==> config.mk <==
export PLATFORM = sky130hd
export DESIGN_NAME = ack_nak_transfer_sender_unit
export DESIGN_NICKNAME = d
export VERILOG_FILES = /design/src/hdl/ants_pkg.sv /design/src/hdl/ants_csr.sv /design/src/hdl/ants_engine.sv /design/src/hdl/ants_rsp_stage.sv /design/src/hdl/ack_nak_transfer_sender_unit.sv
export SDC_FILE = /design/constraint.sdc
export NUM_CORES = 1
export LEC_CHECK = 0
export ABC_AREA = 0
export BUFFER_PORTS_ARGS = -buffer_cell sky130_fd_sc_hd__buf_2
export CORE_MARGIN = 10
export CORE_UTILIZATION = 46
export CTS_CLUSTER_DIAMETER = 40
export DETAILED_ROUTE_END_ITERATION = 6
export PLACE_DENSITY = 0.68
export REMOVE_ABC_BUFFERS = 1
export SLEW_MARGIN = 15
export SYNTH_ARGS = -nofsm -noshare
export SYNTH_HDL_FRONTEND = slang
export SYNTH_HIERARCHICAL = 1
export SYNTH_SLANG_ARGS = --single-unit
==> constraint.sdc <==
create_clock -name clock -period 2.3 [get_ports clock]
set_input_delay 0.115 -clock clock [delete_from_list [all_inputs] [get_ports clock]]
set_output_delay 0.115 -clock clock [all_outputs]
set_load 0.01 [all_outputs]
==> src/hdl/ants_pkg.sv <==
`default_nettype none
// ----------------------------------------------------------------------------
// ants_pkg: shared types for the ACK/NAK transfer sender
// Protocol state codes, action, send-code, status and outcome encodings,
// register indexes and the structs passed between the sender's modules.
// ----------------------------------------------------------------------------
package ants_pkg;

   localparam int CSR_INDEX_W = 3;
   localparam int CSR_DATA_W  = 8;
   localparam int COUNT_W     = 8;

   localparam logic [CSR_INDEX_W-1:0] CSR_MAX_OS_ERRORS    = 3'd0;
   localparam logic [CSR_INDEX_W-1:0] CSR_MAX_TIMEOUTS     = 3'd1;
   localparam logic [CSR_INDEX_W-1:0] CSR_MAX_NAKS         = 3'd2;
   localparam logic [CSR_INDEX_W-1:0] CSR_MAX_PROTO_ERRORS = 3'd3;
   localparam logic [CSR_INDEX_W-1:0] CSR_WAIT_EOT_ACK     = 3'd4;

   localparam logic [COUNT_W-1:0] RST_MAX_OS_ERRORS    = 8'd3;
   localparam logic [COUNT_W-1:0] RST_MAX_TIMEOUTS     = 8'd3;
   localparam logic [COUNT_W-1:0] RST_MAX_NAKS         = 8'd3;
   localparam logic [COUNT_W-1:0] RST_MAX_PROTO_ERRORS = 8'd3;
   localparam logic               RST_WAIT_EOT_ACK     = 1'b0;

   typedef enum logic [4:0] {
      ST_IDLE      = 5'd0,
      ST_TX_UPL    = 5'd1,
      ST_RX_UPL    = 5'd2,
      ST_PREP_NAME = 5'd3,
      ST_TX_FIL    = 5'd4,
      ST_RX_FIL    = 5'd5,
      ST_TX_SOT    = 5'd6,
      ST_RX_SOT    = 5'd7,
      ST_PREP_DATA = 5'd8,
      ST_TX_DATA   = 5'd9,
      ST_RX_DATA   = 5'd10,
      ST_TX_EOT    = 5'd12,
      ST_RX_EOT    = 5'd13,
      ST_DONE      = 5'd14,
      ST_TX_CAN    = 5'd16,
      ST_TX_NAK    = 5'd18
   } state_type;

   typedef enum logic {
      CMD_START  = 1'b0,
      CMD_REPORT = 1'b1
   } cmd_type;

   typedef enum logic [2:0] {
      OUT_OK        = 3'd0,
      OUT_OS_ERROR  = 3'd1,
      OUT_TIMEOUT   = 3'd2,
      OUT_CANCEL    = 3'd3,
      OUT_NAK       = 3'd4,
      OUT_UPL_REQ   = 3'd5,
      OUT_BAD_REPLY = 3'd6,
      OUT_OTHER_OS  = 3'd7
   } outcome_type;

   typedef enum logic [2:0] {
      ACT_SEND      = 3'd0,
      ACT_AWAIT     = 3'd1,
      ACT_PREP_NAME = 3'd2,
      ACT_PREP_DATA = 3'd3,
      ACT_DONE      = 3'd4
   } action_type;

   typedef enum logic [2:0] {
      CODE_UPL  = 3'd0,
      CODE_FIL  = 3'd1,
      CODE_SOT  = 3'd2,
      CODE_DATA = 3'd3,
      CODE_EOT  = 3'd4,
      CODE_CAN  = 3'd5,
      CODE_NAK  = 3'd6
   } code_type;

   typedef enum logic [2:0] {
      STAT_OK          = 3'd0,
      STAT_REFUSED     = 3'd1,
      STAT_OS_LIMIT    = 3'd2,
      STAT_TMO_LIMIT   = 3'd3,
      STAT_NAK_LIMIT   = 3'd4,
      STAT_PROTO_LIMIT = 3'd5,
      STAT_ABORTED     = 3'd6
   } status_type;

   typedef struct packed {
      logic [COUNT_W-1:0] max_os_errors;
      logic [COUNT_W-1:0] max_timeouts;
      logic [COUNT_W-1:0] max_naks;
      logic [COUNT_W-1:0] max_proto_errors;
      logic               wait_eot_ack;
   } cfg_type;

   typedef struct packed {
      cmd_type     command;
      outcome_type outcome;
      logic        no_more_data;
   } req_type;

   typedef struct packed {
      logic               valid;
      action_type         action;
      code_type           send_code;
      logic [COUNT_W-1:0] packet_number;
      status_type         status;
   } res_type;

endpackage
`default_nettype wire

==> src/hdl/ants_csr.sv <==
`default_nettype none
// ----------------------------------------------------------------------------
// ants_csr: configuration registers
// Holds the error limits and the EOT acknowledge option, written through a
// plain write port. Writes to unused indexes are dropped.
// ----------------------------------------------------------------------------
module ants_csr (
   input  logic                              clock,
   input  logic                              reset,
   input  logic                              csr_wr_en,
   input  logic [ants_pkg::CSR_INDEX_W-1:0]  csr_index,
   input  logic [ants_pkg::CSR_DATA_W-1:0]   csr_wdata,
   output ants_pkg::cfg_type                 cfg
);
   import ants_pkg::*;

   cfg_type cfg_ff, cfg_in;

   always_comb begin
      cfg_in = cfg_ff;
      if (csr_wr_en) begin
         case (csr_index)
            CSR_MAX_OS_ERRORS:    cfg_in.max_os_errors    = csr_wdata;
            CSR_MAX_TIMEOUTS:     cfg_in.max_timeouts     = csr_wdata;
            CSR_MAX_NAKS:         cfg_in.max_naks         = csr_wdata;
            CSR_MAX_PROTO_ERRORS: cfg_in.max_proto_errors = csr_wdata;
            CSR_WAIT_EOT_ACK:     cfg_in.wait_eot_ack     = csr_wdata[0];
            default: ;
         endcase
      end
   end

   always_ff @(posedge clock) begin
      if (reset) begin
         cfg_ff.max_os_errors    <= RST_MAX_OS_ERRORS;
         cfg_ff.max_timeouts     <= RST_MAX_TIMEOUTS;
         cfg_ff.max_naks         <= RST_MAX_NAKS;
         cfg_ff.max_proto_errors <= RST_MAX_PROTO_ERRORS;
         cfg_ff.wait_eot_ack     <= RST_WAIT_EOT_ACK;
      end else begin
         cfg_ff <= cfg_in;
      end
   end

   assign cfg = cfg_ff;

endmodule
`default_nettype wire

==> src/hdl/ants_engine.sv <==
`default_nettype none
// ----------------------------------------------------------------------------
// ants_engine: protocol state and next-action logic
// Holds the protocol state, retry counters, packet counter and final status,
// and resolves one transaction per firing cycle into the next external action.
// ----------------------------------------------------------------------------
module ants_engine (
   input  logic              clock,
   input  logic              reset,
   input  ants_pkg::cfg_type cfg,
   input  logic              fire,
   input  ants_pkg::req_type req,
   output ants_pkg::res_type res
);
   import ants_pkg::*;

   typedef struct packed {
      action_type action;
      code_type   code;
      state_type  state;
   } land_type;

   state_type          state_ff, state_in;
   state_type          after_nak_ff, after_nak_in;
   logic [COUNT_W-1:0] os_cnt_ff, os_cnt_in;
   logic [COUNT_W-1:0] tmo_cnt_ff, tmo_cnt_in;
   logic [COUNT_W-1:0] nak_cnt_ff, nak_cnt_in;
   logic [COUNT_W-1:0] perr_cnt_ff, perr_cnt_in;
   logic [COUNT_W-1:0] pkt_ff, pkt_in;
   status_type         final_ff, final_in;

   state_type nxt_state;
   land_type  step;
   logic      res_valid;
   logic      os_fault;

   // Sequence order of the transfer when nothing goes wrong.
   function automatic state_type default_next(input state_type s, input state_type resume);
      state_type n;
      n = ST_DONE;
      case (s)
         ST_IDLE:      n = ST_TX_UPL;
         ST_TX_UPL:    n = ST_RX_UPL;
         ST_RX_UPL:    n = ST_PREP_NAME;
         ST_PREP_NAME: n = ST_TX_FIL;
         ST_TX_FIL:    n = ST_RX_FIL;
         ST_RX_FIL:    n = ST_TX_SOT;
         ST_TX_SOT:    n = ST_RX_SOT;
         ST_RX_SOT:    n = ST_PREP_DATA;
         ST_PREP_DATA: n = ST_TX_DATA;
         ST_TX_DATA:   n = ST_RX_DATA;
         ST_RX_DATA:   n = ST_PREP_DATA;
         ST_TX_EOT:    n = ST_RX_EOT;
         ST_TX_NAK:    n = resume;
         default:      n = ST_DONE;
      endcase
      return n;
   endfunction

   // The send state whose acknowledge is awaited in a given wait state.
   function automatic state_type send_state_of(input state_type s);
      state_type n;
      n = ST_IDLE;
      case (s)
         ST_RX_UPL:  n = ST_TX_UPL;
         ST_RX_FIL:  n = ST_TX_FIL;
         ST_RX_SOT:  n = ST_TX_SOT;
         ST_RX_DATA: n = ST_TX_DATA;
         ST_RX_EOT:  n = ST_TX_EOT;
         default:    n = ST_IDLE;
      endcase
      return n;
   endfunction

   // Action emitted when the sequence lands on a target state. Without the
   // EOT acknowledge option the EOT wait falls straight through to done.
   function automatic land_type land(input state_type target, input logic eot_ack);
      land_type l;
      l = '{ACT_DONE, CODE_UPL, ST_DONE};
      case (target)
         ST_IDLE, ST_TX_UPL: l = '{ACT_SEND, CODE_UPL, ST_TX_UPL};
         ST_TX_FIL:          l = '{ACT_SEND, CODE_FIL, ST_TX_FIL};
         ST_TX_SOT:          l = '{ACT_SEND, CODE_SOT, ST_TX_SOT};
         ST_TX_DATA:         l = '{ACT_SEND, CODE_DATA, ST_TX_DATA};
         ST_TX_EOT:          l = '{ACT_SEND, CODE_EOT, ST_TX_EOT};
         ST_TX_CAN:          l = '{ACT_SEND, CODE_CAN, ST_TX_CAN};
         ST_TX_NAK:          l = '{ACT_SEND, CODE_NAK, ST_TX_NAK};
         ST_RX_UPL, ST_RX_FIL, ST_RX_SOT, ST_RX_DATA:
            l = '{ACT_AWAIT, CODE_UPL, target};
         ST_RX_EOT: begin
            if (eot_ack) l = '{ACT_AWAIT, CODE_UPL, ST_RX_EOT};
         end
         ST_PREP_NAME:       l = '{ACT_PREP_NAME, CODE_UPL, ST_PREP_NAME};
         ST_PREP_DATA:       l = '{ACT_PREP_DATA, CODE_UPL, ST_PREP_DATA};
         default: ;
      endcase
      return l;
   endfunction

   always_comb begin
      after_nak_in = after_nak_ff;
      os_cnt_in    = os_cnt_ff;
      tmo_cnt_in   = tmo_cnt_ff;
      nak_cnt_in   = nak_cnt_ff;
      perr_cnt_in  = perr_cnt_ff;
      pkt_in       = pkt_ff;
      final_in     = final_ff;
      res_valid    = 1'b1;
      os_fault     = 1'b0;
      nxt_state    = default_next(state_ff, after_nak_ff);
      step         = '{ACT_DONE, CODE_UPL, ST_DONE};

      if (req.command == CMD_START) begin
         os_cnt_in   = '0;
         tmo_cnt_in  = '0;
         nak_cnt_in  = '0;
         perr_cnt_in = '0;
         pkt_in      = '0;
         final_in    = STAT_OK;
         step        = land(ST_TX_UPL, cfg.wait_eot_ack);
      end else begin
         case (state_ff)
            ST_TX_UPL, ST_TX_FIL, ST_TX_SOT, ST_TX_DATA, ST_TX_EOT, ST_TX_CAN,
            ST_TX_NAK: begin
               // Any failure of a send is treated as an OS error.
               if (req.outcome != OUT_OK) os_fault = 1'b1;
               else step = land(nxt_state, cfg.wait_eot_ack);
            end
            ST_PREP_NAME: step = land(nxt_state, cfg.wait_eot_ack);
            ST_PREP_DATA: begin
               if (req.no_more_data) step = land(ST_TX_EOT, cfg.wait_eot_ack);
               else step = land(nxt_state, cfg.wait_eot_ack);
            end
            ST_RX_UPL, ST_RX_FIL, ST_RX_SOT, ST_RX_DATA, ST_RX_EOT: begin
               case (req.outcome)
                  OUT_OK: begin
                     tmo_cnt_in  = '0;
                     nak_cnt_in  = '0;
                     perr_cnt_in = '0;
                     if (nxt_state == ST_PREP_DATA) pkt_in = pkt_ff + 8'd1;
                     step = land(nxt_state, cfg.wait_eot_ack);
                  end
                  OUT_OS_ERROR, OUT_OTHER_OS: os_fault = 1'b1;
                  OUT_TIMEOUT: begin
                     if (tmo_cnt_ff >= cfg.max_timeouts) begin
                        final_in = STAT_TMO_LIMIT;
                        step     = land(ST_TX_CAN, cfg.wait_eot_ack);
                     end else begin
                        tmo_cnt_in   = tmo_cnt_ff + 8'd1;
                        after_nak_in = send_state_of(state_ff);
                        step         = land(ST_TX_NAK, cfg.wait_eot_ack);
                     end
                  end
                  OUT_CANCEL: begin
                     final_in = STAT_ABORTED;
                     step     = '{ACT_DONE, CODE_UPL, ST_DONE};
                  end
                  OUT_NAK: begin
                     after_nak_in = send_state_of(state_ff);
                     if (nak_cnt_ff >= cfg.max_naks) begin
                        final_in = STAT_NAK_LIMIT;
                        step     = land(ST_TX_CAN, cfg.wait_eot_ack);
                     end else begin
                        nak_cnt_in = nak_cnt_ff + 8'd1;
                        step       = land(send_state_of(state_ff), cfg.wait_eot_ack);
                     end
                  end
                  default: begin
                     // An upload request while waiting on the UPL ack means the
                     // peer refuses; anywhere else it is just a bad reply.
                     if (req.outcome == OUT_UPL_REQ && state_ff == ST_RX_UPL) begin
                        final_in = STAT_REFUSED;
                        step     = land(ST_TX_CAN, cfg.wait_eot_ack);
                     end else begin
                        after_nak_in = state_ff;
                        if (perr_cnt_ff >= cfg.max_proto_errors) begin
                           final_in = STAT_PROTO_LIMIT;
                           step     = land(ST_TX_CAN, cfg.wait_eot_ack);
                        end else begin
                           perr_cnt_in = perr_cnt_ff + 8'd1;
                           step        = land(ST_TX_NAK, cfg.wait_eot_ack);
                        end
                     end
                  end
               endcase
            end
            default: res_valid = 1'b0;
         endcase

         // OS errors retry the current action until the limit, then finish
         // without a CAN.
         if (os_fault) begin
            if (os_cnt_ff >= cfg.max_os_errors) begin
               final_in = STAT_OS_LIMIT;
               step     = '{ACT_DONE, CODE_UPL, ST_DONE};
            end else begin
               os_cnt_in = os_cnt_ff + 8'd1;
               step      = land(state_ff, cfg.wait_eot_ack);
            end
         end
      end

      state_in = res_valid ? step.state : state_ff;
   end

   always_ff @(posedge clock) begin
      if (reset) begin
         state_ff     <= ST_IDLE;
         after_nak_ff <= ST_IDLE;
         os_cnt_ff    <= '0;
         tmo_cnt_ff   <= '0;
         nak_cnt_ff   <= '0;
         perr_cnt_ff  <= '0;
         pkt_ff       <= '0;
         final_ff     <= STAT_OK;
      end else if (fire) begin
         state_ff     <= state_in;
         after_nak_ff <= after_nak_in;
         os_cnt_ff    <= os_cnt_in;
         tmo_cnt_ff   <= tmo_cnt_in;
         nak_cnt_ff   <= nak_cnt_in;
         perr_cnt_ff  <= perr_cnt_in;
         pkt_ff       <= pkt_in;
         final_ff     <= final_in;
      end
   end

   always_comb begin
      res.valid         = res_valid;
      res.action        = step.action;
      res.send_code     = step.code;
      res.packet_number = pkt_in;
      res.status        = (step.action == ACT_DONE) ? final_in : STAT_OK;
   end

endmodule
`default_nettype wire

==> src/hdl/ants_rsp_stage.sv <==
`default_nettype none
// ----------------------------------------------------------------------------
// ants_rsp_stage: result register
// Holds one finished result until the receiver takes it, and tells the
// engine whether a new result can be loaded in this cycle.
// ----------------------------------------------------------------------------
module ants_rsp_stage (
   input  logic              clock,
   input  logic              reset,
   input  logic              load,
   input  ants_pkg::res_type res,
   input  logic              rsp_stall,
   output logic              rsp_valid,
   output logic              out_free,
   output ants_pkg::res_type held
);
   import ants_pkg::*;

   logic    valid_ff, valid_in;
   res_type res_ff;

   assign out_free = ~valid_ff | ~rsp_stall;
   assign valid_in = load | (valid_ff & rsp_stall);

   always_ff @(posedge clock) begin
      if (reset) valid_ff <= 1'b0;
      else valid_ff <= valid_in;
   end

   always_ff @(posedge clock) begin
      if (load) res_ff <= res;
   end

   assign rsp_valid = valid_ff;
   assign held      = res_ff;

endmodule
`default_nettype wire

==> src/hdl/ack_nak_transfer_sender_unit.sv <==
`default_nettype none
// ----------------------------------------------------------------------------
// ack_nak_transfer_sender_unit: sender side of an ACK/NAK file transfer
// A request transaction either starts a transfer (command 0) or reports the
// outcome of the last action (command 1). Each request that the protocol
// answers yields one response transaction carrying the next action, the
// control code to send, the current packet number and the final status.
// Reports that arrive while idle or after the transfer is done give no
// response. Limits and the EOT acknowledge option sit on the csr_ port. The
// user must see that they are written only while no transaction is in flight;
// the block itself does not enforce this. An accepted request is loaded into
// the input register and then, through the next-action logic, into the result
// register that drives rsp_valid. The protocol state is updated in the same
// cycle as the result register is loaded, so while the response is not stalled
// a new request is taken every cycle and the sustained rate is one per clock.
// A stalled response holds the result register; the input register still
// takes one more request, and req_stall rises only when both are full.
// Synchronous reset returns to idle with counters cleared and the limits
// at their defaults (three retries each, no wait for the EOT acknowledge).
// ----------------------------------------------------------------------------
module ack_nak_transfer_sender_unit (
   input  logic                             clock,
   input  logic                             reset,
   input  logic                             req_valid,
   output logic                             req_stall,
   input  logic                             req_command,
   input  logic [2:0]                       req_outcome,
   input  logic                             req_no_more_data,
   output logic                             rsp_valid,
   input  logic                             rsp_stall,
   output logic [2:0]                       rsp_action,
   output logic [2:0]                       rsp_send_code,
   output logic [ants_pkg::COUNT_W-1:0]     rsp_packet_number,
   output logic [2:0]                       rsp_status,
   input  logic                             csr_wr_en,
   input  logic [ants_pkg::CSR_INDEX_W-1:0] csr_index,
   input  logic [ants_pkg::CSR_DATA_W-1:0]  csr_wdata
);
   import ants_pkg::*;

   cfg_type cfg;
   req_type s1_req_ff, s1_req_in;
   logic    s1_valid_ff, s1_valid_in;
   logic    accept, fire, load, out_free;
   res_type eng_res, held;

   assign fire      = s1_valid_ff & out_free;
   assign req_stall = s1_valid_ff & ~out_free;
   assign accept    = req_valid & ~req_stall;
   assign load      = fire & eng_res.valid;

   assign s1_valid_in = accept | (s1_valid_ff & ~fire);

   always_comb begin
      s1_req_in = s1_req_ff;
      if (accept) begin
         s1_req_in.command      = cmd_type'(req_command);
         s1_req_in.outcome      = outcome_type'(req_outcome);
         s1_req_in.no_more_data = req_no_more_data;
      end
   end

   always_ff @(posedge clock) begin
      if (reset) s1_valid_ff <= 1'b0;
      else s1_valid_ff <= s1_valid_in;
   end

   always_ff @(posedge clock) begin
      s1_req_ff <= s1_req_in;
   end

   ants_csr u_csr (
      .clock     (clock),
      .reset     (reset),
      .csr_wr_en (csr_wr_en),
      .csr_index (csr_index),
      .csr_wdata (csr_wdata),
      .cfg       (cfg)
   );

   ants_engine u_engine (
      .clock (clock),
      .reset (reset),
      .cfg   (cfg),
      .fire  (fire),
      .req   (s1_req_ff),
      .res   (eng_res)
   );

   ants_rsp_stage u_rsp (
      .clock     (clock),
      .reset     (reset),
      .load      (load),
      .res       (eng_res),
      .rsp_stall (rsp_stall),
      .rsp_valid (rsp_valid),
      .out_free  (out_free),
      .held      (held)
   );

   assign rsp_action        = held.action;
   assign rsp_send_code     = held.send_code;
   assign rsp_packet_number = held.packet_number;
   assign rsp_status        = held.status;

   // The engine must not advance while its result has nowhere to go.
   a_no_fire_when_blocked: assert property (@(posedge clock) disable iff (reset)
      (rsp_valid && rsp_stall) |-> !fire)
      else $error("engine advanced while the result register was stalled");

   // A start always answers with an UPL send and a cleared packet number.
   a_start_sends_upl: assert property (@(posedge clock) disable iff (reset)
      (fire && s1_req_ff.command == CMD_START) |=>
      (rsp_valid && rsp_action == ACT_SEND && rsp_send_code == CODE_UPL &&
       rsp_packet_number == 8'd0))
      else $error("start transaction did not produce an UPL send");

   // A transaction that the protocol ignores must not leave a response.
   a_ignored_no_rsp: assert property (@(posedge clock) disable iff (reset)
      (fire && !eng_res.valid && !(rsp_valid && rsp_stall)) |=> !rsp_valid)
      else $error("response produced for an ignored transaction");

endmodule
`default_nettype wire
Yosys cells after proc, flatten, opt, wreduce, memory -nomap -nowiden
Index checks and enable logic that the tools add are counted.
{"block": "totals", "register_bits": 110, "input_bits": 21, "output_inout_bits": 19, "word_cells": 204}
{"block": "classes", "n_addsub": 5, "order_cmp": 4, "n_eq_ne": 66, "mux": 59, "bitwise_logic": 15, "n_reduce_logical": 33}
{"operator": "11-bit case mux with 11 select lines", "count": 3}
{"operator": "8-bit two-way mux", "count": 17}
{"operator": "11-bit two-way mux", "count": 8}
{"operator": "11-bit case mux with 4 select lines", "count": 2}
{"operator": "5-bit by 4-bit == test with 1-bit output, second input constant", "count": 15}
{"operator": "5-bit by 3-bit == test with 1-bit output, second input constant", "count": 12}
{"operator": "5-bit case mux with 12 select lines", "count": 1}
{"operator": "8-bit case mux with 2 select lines", "count": 3}
{"operator": "8-bit by 1-bit adder with 8-bit output, second input constant", "count": 5}
{"operator": "8-bit >= comparator", "count": 4}
{"operator": "5-bit by 2-bit == test with 1-bit output, second input constant", "count": 6}
{"operator": "5-bit == test, second input constant", "count": 6}
{"operator": "5-bit two-way mux", "count": 6}
{"operator": "3-bit two-way mux", "count": 8}
{"operator": "4-bit case mux with 5 select lines", "count": 1}
{"operator": "4-bit OR reduction", "count": 4}
{"operator": "3-bit == test, second input constant", "count": 5}
{"operator": "5-bit by 1-bit == test with 1-bit output, second input constant", "count": 3}
{"operator": "5-bit logical NOT", "count": 3}
{"operator": "3-bit != test, second input constant", "count": 5}
{"operator": "5-bit case mux with 3 select lines", "count": 1}
{"operator": "7-bit two-way mux", "count": 2}
{"operator": "14-bit OR reduction", "count": 1}
{"operator": "3-bit by 2-bit == test with 1-bit output, second input constant", "count": 4}
{"operator": "23 further kinds", "count": 57}

Longest topological paths before layout
{"block": "depth", "depth_word": 15, "mapped_depth": 11, "mapped_depth_nobuf": 9}

Cells and area by module
The synthesis kept the hierarchy.
{"module": "ants_engine", "n_inst": 1, "cells_per_inst": 733, "area_per_inst_um2": 5511.5, "seq_area_each_um2": 1061.0}
{"module": "ants_csr", "n_inst": 1, "cells_per_inst": 124, "area_per_inst_um2": 1347.5, "seq_area_each_um2": 660.6}
{"module": "ants_rsp_stage", "n_inst": 1, "cells_per_inst": 22, "area_per_inst_um2": 573.0, "seq_area_each_um2": 560.5}
{"module": "ack_nak_transfer_sender_unit", "n_inst": 1, "cells_per_inst": 11, "area_per_inst_um2": 212.7, "seq_area_each_um2": 170.2}

Worst setup path after synthesis
No wires, ideal clock.
{"block": "synth_timing", "kind": "reg-to-reg", "from": "register u_csr.cfg_ff, in the netlist u_csr/cfg[22]", "to": "register u_engine.tmo_cnt_ff[7]", "setup_ns": 0.116, "arrival_ns": 2.377, "required_ns": 2.184, "slack_ns": -0.193, "stages_incl_launch_ff": 11, "n_path_buf": 1, "period_less_slack_ns": 2.493, "cell_sequence": "dfxtp_1 > inv_1 > ha_1 > a2111oi_1 > nor2b_1 > o21ai_1 > a221o_1 > buf_2 > a211oi_2 > a311oi_1 > a41o_1"}
{"block": "synth_via", "elab_chain_cells": 3}
{"item": "from (decl)", "line": "ants_csr.sv:17", "text": "cfg_type cfg_ff, cfg_in;"}
{"item": "from (signal assigned)", "line": "ants_csr.sv:41", "text": "cfg_ff <= cfg_in;"}
{"item": "8-bit >= comparator", "line": "ants_engine.sv:145", "text": "if (tmo_cnt_ff >= cfg.max_timeouts) begin"}
{"item": "3-bit != test (no line)"}
{"item": "4-bit AND reduction (no line)"}
{"item": "to (signal assigned)", "line": "ants_engine.sv:220", "text": "tmo_cnt_ff <= tmo_cnt_in;"}
{"item": "to (decl)", "line": "ants_engine.sv:26", "text": "logic [COUNT_W-1:0] tmo_cnt_ff, tmo_cnt_in;"}
Every way passes these cells.
A chain may end at the register's enable or synchronous reset.

Final worst setup path
{"block": "layout_timing", "from": "register u_csr.cfg_ff, in the netlist u_csr/cfg[8]", "to": "register u_rsp.res_ff, in the netlist u_rsp/held[2], data pin"}
{"block": "layout_via", "elab_chain_cells": 8}
{"item": "8-bit >= comparator (*)", "line": "ants_engine.sv:176", "text": "if (perr_cnt_ff >= cfg.max_proto_errors) begin"}
{"item": "3-bit two-way mux (*)", "line": "ants_engine.sv:176"}
{"item": "3-bit two-way mux (*)", "line": "ants_engine.sv:171", "text": "if (req.outcome == OUT_UPL_REQ && state_ff == ST_RX_UPL) begin"}
{"item": "3-bit case mux with 4 select lines (*)", "line": "ants_engine.sv:135", "text": "case (req.outcome)"}
{"item": "3-bit two-way mux (*)", "line": "ants_engine.sv:122", "text": "case (state_ff)"}
{"item": "3-bit two-way mux", "line": "ants_engine.sv:193", "text": "if (os_cnt_ff >= cfg.max_os_errors) begin"}
{"item": "3-bit two-way mux (*)", "line": "ants_engine.sv:192", "text": "if (os_fault) begin"}
{"item": "3-bit two-way mux (*)", "line": "ants_engine.sv:113", "text": "if (req.command == CMD_START) begin"}
{"item": "to (signal assigned)", "line": "ants_rsp_stage.sv:31", "text": "if (load) res_ff <= res;"}
{"item": "to (decl)", "line": "ants_rsp_stage.sv:20", "text": "res_type res_ff;"}
Mark *: on every way between the ends. The rest lies on a longest branch, timed or not.

==> out/results.ini <==
[power]
leakage_nw=4.34
power.total_w=0.00556
power_density_nw_per_um2=508
ir_drop_uv=566

[routing]
drtIter0Drc=615
viasPerCell=5.82
drt_first_pass_iters=5
vias=7743
ant_nets=0
drc_errors=0
wl_per_cell_um=18.1
wl_um=24000

[cells_and_area]
n_antenna_cell=0
n_fill_cell=1239
drive_gt1_share_pct=41.3
finalNetCount=1167
area_growth_pct=43.7

[sta]
maxSlewHeadroom_pct=60.0
setup_viol_count_final=23
period_minus_slack_ns=2.44
finClkSkew_ns=0.0169
finalMaxSlewViolations=0
timing.final.crit_share_pct=106
whs_ns=0.0163
fin_tns_setup_ns=-1.36
final_hold_viol_count=0
worst_slack_ns=-0.136
rsz0062_at_grt=yes
worst_pin_slew_ns=0.595
fmax_ghz=0.410

[global_route]
grt-ovfl-total=0
grt_pass1_vias=7368
grt_pass1_wl_um=37600
grt_usage_pct=20.8
antenna_found_initial=0
grt_max_degree=31

[critical_path]
cp_max_fo=5
crit_path_end_kind=flop
startpoint_type=flop
required_ns=2.40
path_class=flop to flop
cp_data_arrival_time_ns=2.53

[floorplanning]
rows=46
fp.coreArea_um2=16100
die_w_um=149
ios=40
die_h_um=149
dieArea_um2=22100
start_util_pct=47.4

[run_status]
failed_checks=negative setup slack
status=finished, violations left

[flow_run]
maxCapViolCount=0

[clocking]
cts_max_path_buffers=2
cts_root_buffer=clkbuf_16
cts.sinks=110
cts_tree=built
clkTransAtPathRegs_ns=0.08
clock_latency_ns=0.37
cts_inserted_buffers=9
htree_levels=3

[synthesis]
synth_area_um2=7610
syn_area_per_cell_um2=8.57
synth_warnings=6
synth_cells=889

[worst_hold_path]
hold_class=input pin to flop

[place]
numPortBuffers=39
gp_congestion=1.03
place_hpwl_um=17300

[path summary, 6_finish.rpt]
| check | startpoint | to | slack (ns) | cells after the start |
|---|---|---|---|---|
| worst max-delay path | u_csr/cfg[8]$_SDFFE_PP0P_ | u_rsp/held[2]$_DFFE_PP_ | -0.14 | 10 |
| worst min-delay path | csr_wdata[0] | u_csr/cfg[0]$_SDFFE_PP0P_ | 0.02 | 3 |
| worst max register to register | u_csr/cfg[8]$_SDFFE_PP0P_ | u_rsp/held[2]$_DFFE_PP_ | -0.14 | 10 |
| worst min register to register | u_csr/cfg[19]$_SDFFE_PP0P_ | u_csr/cfg[19]$_SDFFE_PP0P_ | 0.48 | 2 |
[flip-flops by register name, indices dropped and copies added, names as in the netlist]
name                   count
s1_req_ff                  5
s1_valid_ff                1
u_csr/cfg                 33
u_engine/after_nak_ff      5
u_engine/final_ff          3
u_engine/nak_cnt_ff        8
u_engine/os_cnt_ff         8
u_engine/perr_cnt_ff       8
u_engine/pkt_ff            8
u_engine/state_ff          5
u_engine/tmo_cnt_ff        8
u_rsp/held                17
u_rsp/rsp_valid            1
[cell type report]
type,count,area (um2),area share (%)
Multi-Input combinational cell,665,5600,51.1
Clock inverter,7,76.3,0.697
Timing Repair Buffer,269,2110,19.3
Tap cell,216,270,2.47
Inverter,54,203,1.85
Clock buffer,9,225,2.06
Sequential cell,110,2460,22.5
[power breakdown]
part           switching [W]  internal, W
Combinational        0.00103     0.000871
Clock               0.000823     0.000774
Sequential         0.0000395      0.00203
[per-stage QoR]
step,area (um2),instances,util [%],setup slack (ns)
global route,10900,1330,68.2,-0.266
finish,10900,1330,68.2,-0.136
floorplan,7290,829,-,-1.04
detailed placement,9310,1283,58.0,-0.365
CTS,10400,1321,64.6,-0.142
global placement,9310,1283,58.0,-0.330
[worst max-delay path, cell delays in order, from the launching register on]
cell	delay [ns]
dfxtp_2	0.34
inv_2	0.04
ha_4	0.21
and3_4	0.18
a221o_1	0.34
a21oi_4	0.23
buf_6	0.15
mux2i_1	0.06
a221o_1	0.33
a32oi_2	0.23
a211oi_1	0.06
[cell usage in the layout (no fill, tap or decap), types with 7 or more instances in the layout]
master and n:
or3_1 8, a2111oi_4 10, and3_1 7, nand2b_1 45, mux2i_1 44, o21ai_0 23, and2_1 7, buf_2 39
dfxtp_1 62, nand3_1 25, nor2b_1 10, a21o_1 8, edfxtp_1 22, inv_2 10, nand2_1 49, a211oi_2 8
a211oi_1 10, dfxtp_2 23, clkbuf_16 9, o22ai_1 7, xnor2_1 19, ha_1 26, o21ai_1 9, a21oi_2 7
dlygate4sd3_1 7, a21oi_1 48, nor2_1 75, inv_1 41, buf_6 26, buf_4 191, nor3_1 11, ha_4 10
[what timing repair did]
action | CTS | global route
pin swaps | 60 | 65
endpoints found under the hold margin | 7 | 0
hold buffers | 7 | 0
gates resized for setup | 122 | 106
buffers inserted | 16 | 10
endpoints found under the setup margin | 61 | 65
[per-layer routing]
layer / share of wire, % / GRT usage (%) / wire length (um) / vias up
met3: 7.3 / 4.88 / 1750 / 78
met5: 0 / 0 / 0 / -
li1: - / - / - / 3687
met1: 42 / 26.1 / 10100 / 3644
met4: 3.4 / 7.23 / 822 / 0
met2: 47 / 34.1 / 11300 / 334
No activity file was read; power rests on OpenSTA's default activity.
